## config.mk

```make
export PLATFORM = sky130hd
export DESIGN_NAME = dmc_ctrl
export DESIGN_NICKNAME = d
export VERILOG_FILES = /design/src/hw/rtl/dmc_pkg.sv /design/src/hw/rtl/dmc_ctrl.sv
export SDC_FILE = /design/constraint.sdc
export NUM_CORES = 1
export LEC_CHECK = 0
export ABC_AREA = 1
export BUFFER_PORTS_ARGS = -buffer_cell sky130_fd_sc_hd__buf_2
export CORE_MARGIN = 5
export CORE_UTILIZATION = 25
export CTS_CLUSTER_DIAMETER = 60
export DETAILED_ROUTE_END_ITERATION = 8
export GPL_TIMING_DRIVEN = 0
export PLACE_DENSITY = 0.53
export SKIP_LAST_GASP = 1
export SLEW_MARGIN = 0
export SYNTH_ARGS = -nofsm -noshare
export SYNTH_HDL_FRONTEND = slang
export SYNTH_SLANG_ARGS = --single-unit
```

## constraint.sdc

```tcl
create_clock -name clk -period 3.6 [get_ports clk]
set_input_delay 0.18 -clock clk [delete_from_list [all_inputs] [get_ports clk]]
set_output_delay 0.18 -clock clk [all_outputs]
set_load 0.01 [all_outputs]
```

## src/hw/rtl/dmc_pkg.sv

```systemverilog
// ----------------------------------------------------------------------------
// dmc_pkg
// Types and constants shared by the direct-mapped write-back cache unit.
// ----------------------------------------------------------------------------
package dmc_pkg;

	localparam int LINE_BYTES = 64;
	localparam int NUM_LINES  = 8;
	localparam int ADDR_BITS  = 12;
	localparam int OFF_W      = $clog2(LINE_BYTES);
	localparam int IDX_W      = $clog2(NUM_LINES);
	localparam int TAG_W      = ADDR_BITS - OFF_W - IDX_W;
	localparam int LADDR_W    = IDX_W + OFF_W;
	localparam int MEM_DEPTH  = 1 << ADDR_BITS;

	typedef enum logic [1:0] {
		REQ_READ    = 2'd0,
		REQ_WRITE   = 2'd1,
		REQ_FLUSH   = 2'd2,
		REQ_PRELOAD = 2'd3
	} req_t;

	typedef enum logic [3:0] {
		ST_CLEAR,
		ST_IDLE,
		ST_LOOKUP,
		ST_WB,
		ST_FILL,
		ST_ACCESS,
		ST_FL_SCAN,
		ST_FL_WB,
		ST_RESP
	} state_t;

	typedef struct packed {
		logic latch;
		logic clr_step;
		logic lookup;
		logic copy_wb;
		logic copy_fill;
		logic access;
		logic fl_next;
		logic fl_line_done;
		logic respond;
	} cmd_t;

	typedef struct packed {
		req_t req;
		logic hit;
		logic victim_dirty;
		logic fl_dirty;
		logic fl_last;
		logic copy_done;
		logic clr_last;
	} sts_t;

endpackage

```

## src/hw/rtl/dmc_ctrl.sv

```systemverilog
// ----------------------------------------------------------------------------
// dmc_ctrl
// Sequencer for lookups, line copies, flush scans and the reset clearing pass.
// ----------------------------------------------------------------------------
module dmc_ctrl import dmc_pkg::*; (
	input  logic clk,
	input  logic arst_n,
	input  logic start,
	input  sts_t sts,
	output cmd_t cmd,
	output logic busy
);

	state_t state_q, state_d;

	always_ff @(posedge clk or negedge arst_n) begin
		if (!arst_n) begin
			state_q <= ST_CLEAR;
		end else begin
			state_q <= state_d;
		end
	end

	always_comb begin
		state_d = state_q;
		case (state_q)
			ST_CLEAR: begin
				if (sts.clr_last) state_d = ST_IDLE;
			end
			ST_IDLE: begin
				if (start) state_d = ST_LOOKUP;
			end
			ST_LOOKUP: begin
				case (sts.req)
					REQ_READ, REQ_WRITE: begin
						if (sts.hit) state_d = ST_RESP;
						else if (sts.victim_dirty) state_d = ST_WB;
						else state_d = ST_FILL;
					end
					REQ_FLUSH: state_d = ST_FL_SCAN;
					default: state_d = ST_RESP;
				endcase
			end
			ST_WB: begin
				if (sts.copy_done) state_d = ST_FILL;
			end
			ST_FILL: begin
				if (sts.copy_done) state_d = ST_ACCESS;
			end
			ST_ACCESS: state_d = ST_RESP;
			ST_FL_SCAN: begin
				if (sts.fl_dirty) state_d = ST_FL_WB;
				else if (sts.fl_last) state_d = ST_RESP;
			end
			ST_FL_WB: begin
				if (sts.copy_done) state_d = sts.fl_last ? ST_RESP : ST_FL_SCAN;
			end
			ST_RESP: state_d = ST_IDLE;
			default: state_d = ST_IDLE;
		endcase
	end

	always_comb begin
		cmd  = '0;
		busy = 1'b1;
		case (state_q)
			ST_CLEAR: cmd.clr_step = 1'b1;
			ST_IDLE: begin
				busy      = 1'b0;
				cmd.latch = start;
			end
			ST_LOOKUP: cmd.lookup = 1'b1;
			ST_WB: cmd.copy_wb = 1'b1;
			ST_FILL: cmd.copy_fill = 1'b1;
			ST_ACCESS: cmd.access = 1'b1;
			ST_FL_SCAN: begin
				cmd.fl_next = !sts.fl_dirty && !sts.fl_last;
			end
			ST_FL_WB: begin
				cmd.copy_wb      = 1'b1;
				cmd.fl_line_done = sts.copy_done;
				cmd.fl_next      = sts.copy_done && !sts.fl_last;
			end
			ST_RESP: cmd.respond = 1'b1;
			default: cmd = '0;
		endcase
	end

endmodule

```

==> results.tsv <==
stage	metric	value	unit
run_status	outcome	complete, no violations	
synth	yosysWarnings	0	
cts	insertion_delay	0.23	ns
drt	wl_per_cell	9.24	um
cells_and_area	fin_area	647	sq um
global_route	grt_overflow	0	
synth	synth_top_area_share	20.7	%
timing	hold_viol_final	0	
timing	fin_skew	0.00309	ns
worst_setup_path	end_kind	output pin	
cts	cts_tree	yes	
global_route	grt_max_degree	8	
timing	timing.final.crit_share	44.0	%
cells_and_area	top_register	state_q	
cells_and_area	drive_above_1_share	30.4	%
timing	setup_tns	0	ns
worst_setup_path	cp_max_fo	5	
floorplanning	rows	15	
timing	rsz0062_at_grt	no	
drt	ant_nets	0	
global_route	use_met1	14.5	%
cts	cts-resized-gates	0	
cells_and_area	fin_nets	125	
worst_setup_path	rr_worst_depth	7	
cells_and_area	nFillCells	214	
worst_setup_path	cp-startpoint	state_q[3]	
synth	synthCells	88	
cells_and_area	n_antenna_cell	0	
placement	dp_hpwl	1080	um
timing	maxSlewHeadroom	80.1	%
cells_and_area	areaGrowthSynthToFinish	33.9	%
synth	syn-cell-area	483	sq um
global_route	met3_usage	2.49	%
global_route	antenna_found_initial	0	
cts	cts-htree-levels	1	
global_route	grt.met2_usage	14.7	%
cells_and_area	largest_register_ffs	4	
drt	drt_wl_total	1270	um
hold_path	holdCritPathClass	primary input to asynchronous set/reset pin	
floorplanning	ios	21	
worst_setup_path	rr_startpoint	state_q[1]	
timing	fin_crit	1.59	ns
synth	synth.top_cells.by_area	dfrtp_1, nand2_1, inv_1	
timing	fmax	631	MHz
cts	cts_buffers	3	
placement	gp_congestion	0.835	
floorplanning	die-area	2910	sq um
synth	ys_seq_area_share	20.7	%
cts	post_cts_buffers	0	
drt	vias	584	
synth	avgSynthCellArea	5.49	sq um
cts	clockRootBuffer	clkbuf_4	
floorplanning	start_util	27.1	%
floorplanning	die_w	54.0	um
global_route	grt_pass1_wl	2210	um
timing	final_max_slew_viol_count	0	
timing	finalSetupViolations	0	
synth	syn_nets	99	
cts	cts_sinks	4	
worst_setup_path	critPathArrivalTime	1.41	ns
drt	drt_iter0_markers	11	
power_and_ir_drop	ir_drop	250	uV
job	maxCapViolCount	0	
worst_setup_path	critPathKind	register to output pin	
synth	ys_ff_latch	4	
cells_and_area	reg_top3	state_q: 4 flops	
placement	port_buffers	20	
worst_setup_path	startpoint_type	register	
timing	setup_ws	2.01	ns
synth	yosysUniqueCellTypes	16	
worst_setup_path	required	3.42	ns
placement	placed_cell_area	614	sq um
cells_and_area	final_cell_mix	nand2_1, buf_2, inv_1	
power_and_ir_drop	cellLeakagePower	0.000391	uW
cells_and_area	final_common_cell	nand2_1	
drt	drc	0	
worst_setup_path	crit_path_end	cmd[2]	
worst_setup_path	rrSetupSlack	2.28	ns
cts	clock_path_buffers	2	
global_route	gr-max-usage-layer	met2	
floorplanning	core	1780	sq um
global_route	grt_pass1_vias	550	
timing	tightest_slew	0.298	ns
cts	clkTransAtPathRegs	0.04	ns
synth	yosys.area.top_type	dfrtp_1	
placement	post-place-ws	2.26	ns
drt	dr.pass1.iters	5	
global_route	track_usage	10.1	%
cts	holdBufCountCts	1	
floorplanning	die_y	54.0	um
power_and_ir_drop	power.density	711	nW/um^2
worst_setup_path	reg2reg_to	state_q[1]	
drt	vias_per_cell	4.26	
[how the worst min path moves through the flow]
| stage | start | to | slack, ns | cells past startpoint |
|---|---|---|---|---|
| after global routing | arst_n | state_q[0] | 0.31 | 2 |
| final | arst_n | state_q[3] | 0.28 | 2 |
| after floorplan | arst_n | state_q[0] | -0.12 | 0 |
| after detailed placement | arst_n | state_q[0] | -0.01 | 1 |
| after CTS | arst_n | state_q[0] | 0.27 | 2 |
| after global placement | arst_n | state_q[0] | -0.02 | 1 |
[power breakdown]
| part | switching, uW | leakage, uW | total (uW) | internal, uW |
|---|---|---|---|---|
| clock network | 16.6 | 0.0000138 | 53.7 | 37.2 |
| logic | 198 | 0.000326 | 310 | 112 |
| registers | 30.1 | 0.0000517 | 95.9 | 65.7 |
[logic make-up (layout without fill, tap and decap cells)]
logic type	after synthesis	in the layout	share of synthesized area (%)
buffers and inverters	17	41	13.2
DFF	4	4	20.7
AOI/OAI and AO/OA	6	6	7.25
and+or+nand+nor	61	61	58.8
[worst max-delay path, cell delays in order (launching register included)]
cell	delay (ns)
dfrtp_1	0.45
inv_2	0.12
nand2_1	0.08
nor2_1	0.14
nand2_1	0.09
a21oi_1	0.14
buf_2	0.15
[cell type report]
cell class | instances | area [sq um] | area share, %
Inverter | 17 | 63.8 | 9.86
Tap cell | 25 | 31.3 | 4.84
Multi-Input combinational cell | 67 | 319 | 49.3
Timing Repair Buffer | 21 | 110 | 17.0
Clock buffer | 3 | 22.5 | 3.48
Sequential cell | 4 | 100 | 15.5
[stage by stage]
step	std cells	hold WS (ns)	util, %	total power, uW
final	137	0.280	36.3	460
after global routing	137	0.307	36.3	519
after CTS	137	0.274	36.3	466
after detailed placement	133	-0.0119	34.5	408
after global placement	133	-0.0152	34.5	410
after floorplan	88	-0.116	-	323
[Yosys cell counts, drive strengths merged]
cell / instances
a21oi: 1
dfrtp: 4
inv: 17
nand2: 28
nand3: 11
nor2: 19
nor3: 3
o21ai: 4
o22ai: 1
[layer usage]
metal / vias to the layer above / wire length, um / share of wire, %
met1: 240 / 643 / 51
met5: - / 0 / 0
met4: 0 / 2 / 0.16
li1: 322 / - / -
met3: 2 / 101 / 8.0
met2: 20 / 518 / 41
Note: power is estimated with default switching activity, not from simulation.
